--- src/wfs_pkg.sv ---
// Shared types, codes and reset values for the watchdog feed supervisor.
package wfs_pkg;

  localparam int unsigned FuncW      = 3;
  localparam int unsigned PktW       = 32;
  localparam int unsigned TimeoutW   = 20;
  localparam int unsigned IntervalW  = 8;
  localparam int unsigned ThreshW    = 16;
  localparam int unsigned MissW      = 16;
  localparam int unsigned CfgIdxW    = 2;
  localparam int unsigned CfgDataW   = 20;

  localparam logic [TimeoutW-1:0]  TimeoutReset   = 20'd3000;
  localparam logic [IntervalW-1:0] IntervalReset  = 8'd50;
  localparam logic [ThreshW-1:0]   ThreshReset    = 16'd200;
  localparam logic [MissW-1:0]     FallbackReset  = 16'd300;
  localparam logic [MissW-1:0]     MissMax        = 16'hFFFF;

  // Command codes carried in func.
  typedef enum logic [FuncW-1:0] {
    FUNC_TICK      = 3'd0,
    FUNC_KEEPALIVE = 3'd1,
    FUNC_ENABLE    = 3'd2,
    FUNC_DISABLE   = 3'd3,
    FUNC_REBOOT    = 3'd4
  } func_e;

  // Configuration register indexes.
  typedef enum logic [CfgIdxW-1:0] {
    CFG_TIMEOUT  = 2'd0,
    CFG_INTERVAL = 2'd1,
    CFG_THRESH   = 2'd2,
    CFG_FALLBACK = 2'd3
  } cfg_idx_e;

  typedef struct packed {
    logic [TimeoutW-1:0]  timeout_ticks;
    logic [IntervalW-1:0] free_interval;
    logic [ThreshW-1:0]   packet_threshold;
    logic [MissW-1:0]     fallback_misses;
  } cfg_t;

  typedef struct packed {
    logic feed;
    logic halted;
    logic unsupported;
  } result_t;

  // Result handoff from the decision logic to the result queue.
  typedef struct packed {
    logic    push;
    result_t res;
  } res_push_t;

endpackage

--- src/wfs_if.sv ---
// Handshake channel interfaces: event input, result output, configuration write.
interface wfs_in_if import wfs_pkg::*; ();
  logic              valid;
  logic              ready;
  logic [FuncW-1:0]  func;
  logic [PktW-1:0]   packet_count;

  modport source (output valid, output func, output packet_count, input ready);
  modport sink   (input valid, input func, input packet_count, output ready);
endinterface

interface wfs_out_if;
  logic valid;
  logic ready;
  logic feed;
  logic halted;
  logic unsupported;

  modport source (output valid, output feed, output halted, output unsupported, input ready);
  modport sink   (input valid, input feed, input halted, input unsupported, output ready);
endinterface

interface wfs_cfg_if import wfs_pkg::*; ();
  logic                valid;
  logic                ready;
  logic [CfgIdxW-1:0]  index;
  logic [CfgDataW-1:0] data;

  modport source (output valid, output index, output data, input ready);
  modport sink   (input valid, input index, input data, output ready);
endinterface

--- src/wfs_cfg.sv ---
// Configuration register file for the watchdog feed supervisor.
module wfs_cfg import wfs_pkg::*; (
  input  logic              clk_i,
  input  logic              rst_ni,
  wfs_cfg_if.sink           cfg_i,
  output cfg_t              cfg_o
);

  cfg_t cfg_q, cfg_d;
  logic wr;

  assign cfg_i.ready = 1'b1;
  assign wr          = cfg_i.valid & cfg_i.ready;

  // Decode the write into the addressed register.
  always_comb begin
    cfg_d = cfg_q;
    if (wr) begin
      case (cfg_idx_e'(cfg_i.index))
        CFG_TIMEOUT:  cfg_d.timeout_ticks    = cfg_i.data[TimeoutW-1:0];
        CFG_INTERVAL: cfg_d.free_interval    = cfg_i.data[IntervalW-1:0];
        CFG_THRESH:   cfg_d.packet_threshold = cfg_i.data[ThreshW-1:0];
        CFG_FALLBACK: cfg_d.fallback_misses  = cfg_i.data[MissW-1:0];
        default: ;
      endcase
    end
  end

  always_ff @(posedge clk_i or negedge rst_ni) begin
    if (!rst_ni) begin
      cfg_q.timeout_ticks    <= TimeoutReset;
      cfg_q.free_interval    <= IntervalReset;
      cfg_q.packet_threshold <= ThreshReset;
      cfg_q.fallback_misses  <= FallbackReset;
    end else begin
      cfg_q <= cfg_d;
    end
  end

  assign cfg_o = cfg_q;

endmodule

--- src/wfs_core.sv ---
// Per-item decision logic and supervisor state.
module wfs_core import wfs_pkg::*; (
  input  logic              clk_i,
  input  logic              rst_ni,
  input  logic              accept_i,
  input  logic [FuncW-1:0]  func_i,
  input  logic [PktW-1:0]   packet_count_i,
  input  cfg_t              cfg_i,
  output res_push_t         push_o
);

  logic                 supervise_on_q, supervise_on_d;
  logic                 reboot_pending_q, reboot_pending_d;
  logic                 halt_q, halt_d;
  logic                 keepalive_q, keepalive_d;
  logic [TimeoutW-1:0]  tick_count_q, tick_count_d;
  logic [IntervalW-1:0] phase_q, phase_d;
  logic [PktW-1:0]      packet_mark_q, packet_mark_d;
  logic [MissW-1:0]     miss_q, miss_d;

  logic [PktW-1:0]      pkt_diff;
  logic [IntervalW:0]   phase_inc;
  logic [MissW-1:0]     miss_inc;
  logic                 want;
  logic                 stepped;
  logic                 feed;

  assign pkt_diff  = packet_count_i - packet_mark_q;
  assign phase_inc = {1'b0, phase_q} + {{IntervalW{1'b0}}, 1'b1};
  assign miss_inc  = miss_q + {{(MissW-1){1'b0}}, 1'b1};
  assign stepped   = (miss_q != MissMax);

  // Update state for the accepted item and decide on a feed.
  always_comb begin
    supervise_on_d   = supervise_on_q;
    reboot_pending_d = reboot_pending_q;
    halt_d           = halt_q;
    keepalive_d      = keepalive_q;
    tick_count_d     = tick_count_q;
    phase_d          = phase_q;
    packet_mark_d    = packet_mark_q;
    miss_d           = miss_q;
    want             = 1'b0;
    feed             = 1'b0;
    if (accept_i && !halt_q) begin
      case (func_e'(func_i))
        FUNC_TICK: begin
          // Pick the feed reason.
          if (!supervise_on_q) begin
            tick_count_d = '0;
            phase_d      = '0;
            want         = 1'b1;
          end else if (keepalive_q) begin
            keepalive_d   = 1'b0;
            packet_mark_d = packet_count_i;
            tick_count_d  = '0;
            phase_d       = '0;
            want          = 1'b1;
          end else if (tick_count_q < cfg_i.timeout_ticks) begin
            want         = (phase_q == '0);
            tick_count_d = tick_count_q + {{(TimeoutW-1){1'b0}}, 1'b1};
            if (phase_inc >= {1'b0, cfg_i.free_interval}) begin
              phase_d = '0;
            end else begin
              phase_d = phase_inc[IntervalW-1:0];
            end
          end else if (pkt_diff > {{(PktW-ThreshW){1'b0}}, cfg_i.packet_threshold}) begin
            tick_count_d  = '0;
            phase_d       = '0;
            packet_mark_d = packet_count_i;
            want          = 1'b1;
          end
          // Feed, or count a miss and maybe rescue.
          if (want && !reboot_pending_q) begin
            miss_d = '0;
            feed   = 1'b1;
          end else begin
            if (stepped) begin
              miss_d = miss_inc;
            end
            if (reboot_pending_q) begin
              halt_d = 1'b1;
            end else begin
              feed = stepped && (miss_inc == cfg_i.fallback_misses);
            end
          end
        end
        FUNC_KEEPALIVE: keepalive_d      = 1'b1;
        FUNC_ENABLE:    supervise_on_d   = 1'b1;
        FUNC_DISABLE:   supervise_on_d   = 1'b0;
        FUNC_REBOOT:    reboot_pending_d = 1'b1;
        default: ;
      endcase
    end
  end

  always_ff @(posedge clk_i or negedge rst_ni) begin
    if (!rst_ni) begin
      supervise_on_q   <= 1'b0;
      reboot_pending_q <= 1'b0;
      halt_q           <= 1'b0;
      keepalive_q      <= 1'b0;
      tick_count_q     <= '0;
      phase_q          <= '0;
      packet_mark_q    <= '0;
      miss_q           <= '0;
    end else begin
      supervise_on_q   <= supervise_on_d;
      reboot_pending_q <= reboot_pending_d;
      halt_q           <= halt_d;
      keepalive_q      <= keepalive_d;
      tick_count_q     <= tick_count_d;
      phase_q          <= phase_d;
      packet_mark_q    <= packet_mark_d;
      miss_q           <= miss_d;
    end
  end

  // Hand the result to the queue; codes above the reboot request are unsupported.
  always_comb begin
    push_o.push            = accept_i;
    push_o.res.feed        = feed;
    push_o.res.halted      = halt_d;
    push_o.res.unsupported = (func_i > FUNC_REBOOT);
  end

endmodule

--- src/wfs_outbuf.sv ---
// Two-entry result queue between the decision logic and the output channel.
module wfs_outbuf import wfs_pkg::*; (
  input  logic      clk_i,
  input  logic      rst_ni,
  input  res_push_t push_i,
  output logic      space_o,
  wfs_out_if.source out_o
);

  logic [1:0] cnt_q, cnt_d;
  result_t    head_q, head_d;
  result_t    tail_q, tail_d;
  logic       pop;

  assign pop     = out_o.valid & out_o.ready;
  assign space_o = (cnt_q != 2'd2);

  // Shift and fill the two slots.
  always_comb begin
    cnt_d  = cnt_q;
    head_d = head_q;
    tail_d = tail_q;
    case ({push_i.push, pop})
      2'b10: begin
        if (cnt_q == 2'd0) begin
          head_d = push_i.res;
        end else begin
          tail_d = push_i.res;
        end
        cnt_d = cnt_q + 2'd1;
      end
      2'b01: begin
        head_d = tail_q;
        cnt_d  = cnt_q - 2'd1;
      end
      2'b11: begin
        if (cnt_q == 2'd1) begin
          head_d = push_i.res;
        end else begin
          head_d = tail_q;
          tail_d = push_i.res;
        end
      end
      default: ;
    endcase
  end

  always_ff @(posedge clk_i or negedge rst_ni) begin
    if (!rst_ni) begin
      cnt_q <= 2'd0;
    end else begin
      cnt_q <= cnt_d;
    end
  end

  always_ff @(posedge clk_i) begin
    head_q <= head_d;
    tail_q <= tail_d;
  end

  assign out_o.valid       = (cnt_q != 2'd0);
  assign out_o.feed        = head_q.feed;
  assign out_o.halted      = head_q.halted;
  assign out_o.unsupported = head_q.unsupported;

endmodule

--- src/watchdog_feed_supervisor.sv ---
// Top level of the watchdog feed supervisor.
// Takes one event item (tick or command) per clock and returns one result item for each,
// in order; a result is visible on the output channel at the earliest the cycle after its
// item is accepted, later when older results are still waiting in the queue.
// The feed decision and next counter and flag values are combinational, so the sustained
// rate is one item per cycle; a two-entry result queue lets input keep flowing while one
// result waits, and input stalls only when both entries are full. Configuration writes
// are taken in any cycle and should be issued only while the block is idle.
module watchdog_feed_supervisor import wfs_pkg::*; (
  input  logic      clk_i,
  input  logic      rst_ni,
  wfs_in_if.sink    in_i,
  wfs_out_if.source out_o,
  wfs_cfg_if.sink   cfg_i
);

  cfg_t      cfg;
  res_push_t push;
  logic      space;
  logic      accept;

  assign in_i.ready = space;
  assign accept     = in_i.valid & space;

  wfs_cfg u_cfg (
    .clk_i  (clk_i),
    .rst_ni (rst_ni),
    .cfg_i  (cfg_i),
    .cfg_o  (cfg)
  );

  wfs_core u_core (
    .clk_i          (clk_i),
    .rst_ni         (rst_ni),
    .accept_i       (accept),
    .func_i         (in_i.func),
    .packet_count_i (in_i.packet_count),
    .cfg_i          (cfg),
    .push_o         (push)
  );

  wfs_outbuf u_outbuf (
    .clk_i   (clk_i),
    .rst_ni  (rst_ni),
    .push_i  (push),
    .space_o (space),
    .out_o   (out_o)
  );

endmodule

--- src/flat_wrapper.sv ---
// flat-port wrapper written by rule: the top's interface ports become plain ports
module watchdog_feed_supervisor_flat import wfs_pkg::*;
  (clk_i, rst_ni, in_i_valid, in_i_func, in_i_packet_count, in_i_ready, out_o_valid, out_o_feed, out_o_halted, out_o_unsupported, out_o_ready, cfg_i_valid, cfg_i_index, cfg_i_data, cfg_i_ready);
  wfs_in_if in_i_i ();
  wfs_out_if out_o_i ();
  wfs_cfg_if cfg_i_i ();
  input  logic clk_i;
  input  logic rst_ni;
  input wire logic [$bits(in_i_i.valid)-1:0] in_i_valid;
  input wire logic [$bits(in_i_i.func)-1:0] in_i_func;
  input wire logic [$bits(in_i_i.packet_count)-1:0] in_i_packet_count;
  output wire logic [$bits(in_i_i.ready)-1:0] in_i_ready;
  output wire logic [$bits(out_o_i.valid)-1:0] out_o_valid;
  output wire logic [$bits(out_o_i.feed)-1:0] out_o_feed;
  output wire logic [$bits(out_o_i.halted)-1:0] out_o_halted;
  output wire logic [$bits(out_o_i.unsupported)-1:0] out_o_unsupported;
  input wire logic [$bits(out_o_i.ready)-1:0] out_o_ready;
  input wire logic [$bits(cfg_i_i.valid)-1:0] cfg_i_valid;
  input wire logic [$bits(cfg_i_i.index)-1:0] cfg_i_index;
  input wire logic [$bits(cfg_i_i.data)-1:0] cfg_i_data;
  output wire logic [$bits(cfg_i_i.ready)-1:0] cfg_i_ready;
  assign in_i_i.valid = in_i_valid;
  assign in_i_i.func = in_i_func;
  assign in_i_i.packet_count = in_i_packet_count;
  assign in_i_ready = in_i_i.ready;
  assign out_o_valid = out_o_i.valid;
  assign out_o_feed = out_o_i.feed;
  assign out_o_halted = out_o_i.halted;
  assign out_o_unsupported = out_o_i.unsupported;
  assign out_o_i.ready = out_o_ready;
  assign cfg_i_i.valid = cfg_i_valid;
  assign cfg_i_i.index = cfg_i_index;
  assign cfg_i_i.data = cfg_i_data;
  assign cfg_i_ready = cfg_i_i.ready;
  watchdog_feed_supervisor u_core (.clk_i(clk_i), .rst_ni(rst_ni), .in_i(in_i_i), .out_o(out_o_i), .cfg_i(cfg_i_i));
endmodule
--- config.mk ---
export PLATFORM = sky130hd
export DESIGN_NAME = watchdog_feed_supervisor_flat
export DESIGN_NICKNAME = d
export VERILOG_FILES = /design/src/wfs_pkg.sv /design/src/wfs_if.sv /design/src/wfs_cfg.sv /design/src/wfs_core.sv /design/src/wfs_outbuf.sv /design/src/watchdog_feed_supervisor.sv /design/src/flat_wrapper.sv
export SDC_FILE = /design/constraint.sdc
export NUM_CORES = 1
export LEC_CHECK = 0
export CORE_AREA = 2 2 176 178
export DETAILED_ROUTE_END_ITERATION = 16
export DIE_AREA = 0 0 178 180
export DONT_BUFFER_PORTS = 1
export PLACE_DENSITY_LB_ADDON = 0.25
export SLEW_MARGIN = 20
export SYNTH_ARGS = -nofsm -noshare
export SYNTH_HDL_FRONTEND = slang
export SYNTH_HIERARCHICAL = 1
export SYNTH_SLANG_ARGS = --single-unit
--- constraint.sdc ---
create_clock -name clk_i -period 5.2 [get_ports clk_i]
set_input_delay 1.3 -clock clk_i [delete_from_list [all_inputs] [get_ports clk_i]]
set_output_delay 1.3 -clock clk_i [all_outputs]
set_load 0.1 [all_outputs]
== Word level (Yosys, flattened, before mapping) ==
Cells that the tools add are included.

* Multiplexer cells: 38
* Add/sub/neg operators: 6
* $lt $le $gt $ge: 4
* Bitwise gates (word level): 2
* Equality and inequality tests: 20
* Reductions and logical operators: 29

{| class="wikitable"
|+ Operator list
! kind !! count
|-
| $mux 32 || 3
|-
| $mux 20 || 4
|-
| $mux 8 || 5
|-
| $gt 32x16->1 || 1
|-
| $mux 16 || 2
|-
| $sub 32x32->32 || 1
|-
| $add 20x1->20 const B || 1
|-
| $lt 20x20->1 || 1
|-
| $add 16x1->16 const B || 1
|-
| $eq 16x16->1 || 1
|-
| $ne 16x16->1 const B || 1
|-
| $mux 1 || 15
|-
| $reduce_and 2->1 || 7
|-
| $reduce_bool 2->1 || 7
|-
| $mux 3 || 4
|-
| $ne 2x2->1 const B || 6
|-
| $reduce_and 3->1 || 4
|-
| $add 8x1->9 const B || 1
|-
| $ge 9x8->1 || 1
|-
| $pmux 3 s3 || 1
|-
| $eq 2x2->1 const B || 4
|-
| $logic_not 8->1 || 1
|-
| $eq 2x1->1 const B || 3
|-
| $eq 3x2->1 const B || 2
|-
| other kinds (16) || 22
|}

* Input bits: 62
* Output and inout bits: 6
* Register bits: 148
* Logic and storage cells: 118

== Depth between registers and ports, before layout ==
* Word-level depth: 14
* Mapped depth: 23
* Gate-level depth less buffers: 21

== Hierarchy ==
The synthesis kept the hierarchy.

{| class="wikitable"
|+ By module, submodules not included
! module !! times used !! seq. area each (µm²) !! cells an instance !! area an instance (µm²)
|-
| wfs_core || 1 || 2001.9 || 931 || 7567.3
|-
| wfs_cfg || 1 || 1522.7 || 130 || 2367.3
|-
| wfs_outbuf || 1 || 230.2 || 36 || 444.2
|-
| watchdog_feed_supervisor || 1 || 0.0 || 1 || 6.3
|}

== Worst setup path before layout ==
Ideal clock, no wire load.

* Path type: input -> register
* Start point: input in_i_packet_count[0]
* End point: register u_core.u_outbuf.head_q, in the netlist u_core/u_outbuf/out_o.feed (data pin)
* Cell stages on the path: 23
* Required time: 4938 ps
* Arrival: 5417 ps
* Slack: -479 ps
* Path buffers: 2
* Library setup time: 262 ps
* Cell sequence: inv_1 > ha_1 > fa_1 > nor2b_1 > o2111ai_2 > a211o_1 > nand2_1 > nor2_1 > xnor2_1 > ha_1 > and4_1 > nand4_1 > nor3_1 > or2_2 > o221ai_1 > a311oi_1 > nand4_1 > nor4_4 > buf_2 > nor2_1 > o21a_1 > buf_4 > mux2_1

{| class="wikitable"
|+ RTL lines
! what !! line !! RTL
|-
| start, declared || flat_wrapper.sv:11 || <nowiki>input wire logic [$bits(in_i_i.packet_count)-1:0] in_i_packet_count;</nowiki>
|-
| end signal, assigned || wfs_outbuf.sv:57 || <nowiki>head_q <= head_d;</nowiki>
|-
| end, declared || wfs_outbuf.sv:11 || <nowiki>result_t head_q, head_d;</nowiki>
|}

==> impl_metrics.py <==
metrics = {
    "synth": {
        "synth_cell_type_count": 80,
        "syn_area_mm2": 0.0104,
        "synthCells": 1098,
        "synth_edf_count": 6,
        "synthFlopType": "dfrtp_1",
        "ys_seq_area_share_pct": 36.2,
        "synth_xor_area_share_pct": 4.55,
        "synthMuxAreaShare_pct": 11.1,
        "yosys.area_share.simple_pct": 16.4,
        "synth_fp_nets": 1243,
        "avgSynthCellArea_um2": 9.46,
        "synth_adder_area_share_pct": 10.1,
        "ys_seq_elements": 148,
        "synth-warning-count": 6,
        "async_flop_share_pct": 95.9,
        "synth_compound_area_share_pct": 16.1,
        "synth_top_family_by_area": "simple AND/OR/NAND/NOR gates",
    },
    "sta": {
        "finalWorstSetupSlack_ns": 0.0423,
        "tns_ns": 0,
        "fin_crit_ns": 5.16,
        "fmax_mhz": 194,
        "setup_viol": 0,
        "slew_headroom_pct": 32.5,
        "worstMarginPinSlew_ns": 1.01,
        "finalCritPeriodShare_pct": 99.2,
        "final_max_slew_viol_count": 0,
        "final.setup_skew_ns": 0.00943,
        "finalHoldViolations": 0,
        "rsz0062_at_grt": "true",
    },
    "cts": {
        "cts_buffers": 17,
        "cts-root-buf": "clkbuf_16",
        "cts_tree": "done",
        "cts_sinks": 148,
        "clkTransAtPathRegs_ns": 0.07,
        "htreeDepth": 4,
        "clockBufferDepth": 2,
        "clkLatencyLatePin_ns": 0.44,
    },
    "grt": {
        "grt_usage_pct": 16.9,
        "grt_pass1_vias": 8289,
        "antenna_found_initial": 0,
        "grt_max_degree": 143,
        "grt_overflow_total": 0,
        "grt_pass1_wl_um": 43200,
    },
    "place": {
        "place.gp.congestion": 0.876,
        "portBuffers": 0,
        "place_inst": 1534,
        "post-place-ws_ns": -0.467,
        "dpl.hpwl_um": 19800,
        "place_area_mm2": 0.0113,
    },
    "critical_path": {
        "r2r_start": "u_core/u_core/packet_mark_q[0]$_DFFE_PN0P_",
        "r2r_slack_ns": 0.47,
        "worstPathMaxFanout": 3,
        "reg2reg_depth": 20,
        "endpoint_kind": "flip-flop",
        "required_ns": 5.39,
        "worstPathArrival_ns": 5.35,
        "crit_type": "input port to flip-flop",
        "r2r-end": "u_core/u_outbuf/out_o.feed$_DFFE_PP_",
        "start_kind": "input port",
    },
    "floorplanning": {
        "start_util_pct": 34.4,
        "dieArea_mm2": 0.0320,
        "fp.dieH_um": 180,
        "rows": 64,
        "core_area_mm2": 0.0302,
        "io_pins": 68,
        "die_x_um": 178,
    },
    "layout": {
        "final_cell_mix": "dfrtp_1, inv_1, ha_1, buf_4, nand2_1",
        "num_antenna_cells": 0,
        "fin_cells": 1578,
        "syn2layout_area_growth_pct": 18.2,
        "layout_commonest_cell": "dfrtp_1",
        "drive_gt1_share_pct": 23.9,
        "design_area_mm2": 0.0123,
        "fin_nets": 1314,
    },
    "detailed_routing": {
        "drtAntennaViolNets": 0,
        "vias": 8357,
        "drt-initial-drc-count": 620,
        "vias_per_cell": 5.30,
        "routedWlPerCell_um": 17.0,
        "drc": 0,
        "finalWirelength_um": 26800,
        "firstDrtPassIters": 5,
    },
    "min_path": {
        "hp-class": "flip-flop to flip-flop",
        "hold_depth": 1,
        "holdPathEnd": "u_core/u_cfg/cfg_o[53]$_DFFE_PN0P_",
        "hold_start": "u_core/u_cfg/cfg_o[53]$_DFFE_PN0P_",
    },
    "run_status": {
        "status": "finished clean",
    },
    "flow_run": {
        "maxCapViolCount": 0,
    },
    "pwr": {
        "powerDensity_mw_per_mm2": 288,
        "peakVddDrop_uv": 175,
        "leakagePower_nw": 5.38,
        "total_power_mw": 3.53,
    },
}
[Yosys cell counts, drive strengths merged (4+ instances only)]
cell,number,area [um2]
ha,82,1030
mux2,94,1100
nand3b,7,68.8
a211oi,12,90.1
xnor2,35,307
nand3,42,228
or3,18,113
and2,4,25.0
edfxtp,6,180
nand4,15,93.8
a21o,23,173
inv,98,368
a31oi,15,93.8
mux2i,5,50.1
nor2b,10,62.6
xor2,19,166
clkbuf,20,76.3
a21oi,62,314
nor2,60,228
o21ai,63,315
o31ai,7,52.6
o211ai,13,97.6
nand2b,12,75.1
and3,13,81.3
o311ai,9,78.8
o21a,8,60.1
buf,17,139
dfstp,17,447
nor3,30,150
o2111ai,4,41.3
or2,8,50.1
nor3b,4,46.3
nor4,13,103
dfrtp,125,3130
nand2,79,299
[worst max-delay path, cell delays in order]
cell       delay (ns)
inv_8            0.01
ha_4             0.14
fa_2             0.37
nor2b_4          0.16
o2111ai_4        0.15
a211o_1          0.35
nand2_1          0.09
nor2_1           0.06
xnor2_1          0.15
ha_1             0.33
and4_4           0.23
nand4_1          0.14
nor3_2           0.24
or2_4            0.16
o221ai_4         0.10
a311oi_2         0.20
nand4_1          0.19
nor4_4           0.46
nor2_1           0.07
o21a_1           0.20
mux2_4           0.26
[final cells by class]
cell class / count / area [um2]
Fill cell: 2936 / 17900
Tap cell: 396 / 495
Clock buffer: 19 / 453
Inverter: 98 / 375
Clock inverter: 13 / 184
Sequential cell: 148 / 3750
Timing Repair Buffer: 89 / 776
Multi-Input combinational cell: 815 / 6230
[registers in the layout, summed over array words and instances (netlist names), 2 cells and up]
| name | cells |
|---|---|
| u_core/u_cfg/cfg_o | 60 |
| u_core/u_core/miss_q | 16 |
| u_core/u_core/packet_mark_q | 32 |
| u_core/u_core/phase_q | 8 |
| u_core/u_core/tick_count_q | 20 |
| u_core/u_outbuf/cnt_q | 2 |
| u_core/u_outbuf/tail_q | 3 |
[metrics by stage]
step	hold slack, ns	utilization [%]
2_1_floorplan	0.458	-
3_3_place_gp	0.468	37.6
3_5_place_dp	0.476	37.6
4_1_cts	0.491	39.7
5_1_grt	0.509	40.7
6_report	0.495	40.7
[logic make-up after synthesis]
group	Yosys count
AND/OR/NAND/NOR	324
AO/OA/AOI/OAI	254
flip-flops	148
buffers and inverters	135
multiplexers	99
adder cells (fa/ha/maj)	83
XOR/XNOR	54
other	1
[power breakdown]
group	internal [mW]	total, mW	switching [mW]
clock	0.799	1.35	0.551
combinational	0.358	0.758	0.400
sequential	1.30	1.42	0.126
[routing by layer]
metal | vias to the layer above | global-route usage, % | wire length, um
met4 | 0 | 6.75 | 776
met2 | 189 | 26.2 | 11900
met3 | 45 | 3.51 | 1320
met1 | 3997 | 23.0 | 12800
li1 | 4126 | - | -
met5 | - | 0 | 0
[worst max-delay path by stage]
| stage | startpoint | to | depth (start not counted) |
|---|---|---|---|
| final | in_i_packet_count[0] | u_core/u_outbuf/out_o.feed$_DFFE_PP_ | 21 |
| after global routing | in_i_packet_count[0] | u_core/u_outbuf/out_o.feed$_DFFE_PP_ | 21 |
| after CTS | in_i_packet_count[0] | u_core/u_core/packet_mark_q[5]$_DFFE_PN0P_ | 22 |
| after detailed placement | in_i_packet_count[0] | u_core/u_core/packet_mark_q[5]$_DFFE_PN0P_ | 22 |
| after global placement | in_i_packet_count[0] | u_core/u_outbuf/out_o.feed$_DFFE_PP_ | 21 |
| after floorplan | in_i_packet_count[0] | u_core/u_outbuf/out_o.feed$_DFFE_PP_ | 23 |
[what timing repair did]
action / CTS / global route
pin swaps: 1 / 25
resized for setup: 1 / 47
hold buffers: 0 / 0
setup buffers: 0 / 7
cloned: 0 / 4
endpoints found under the setup margin: 5 / 76
No activity file was read; power rests on OpenSTA's default activity.
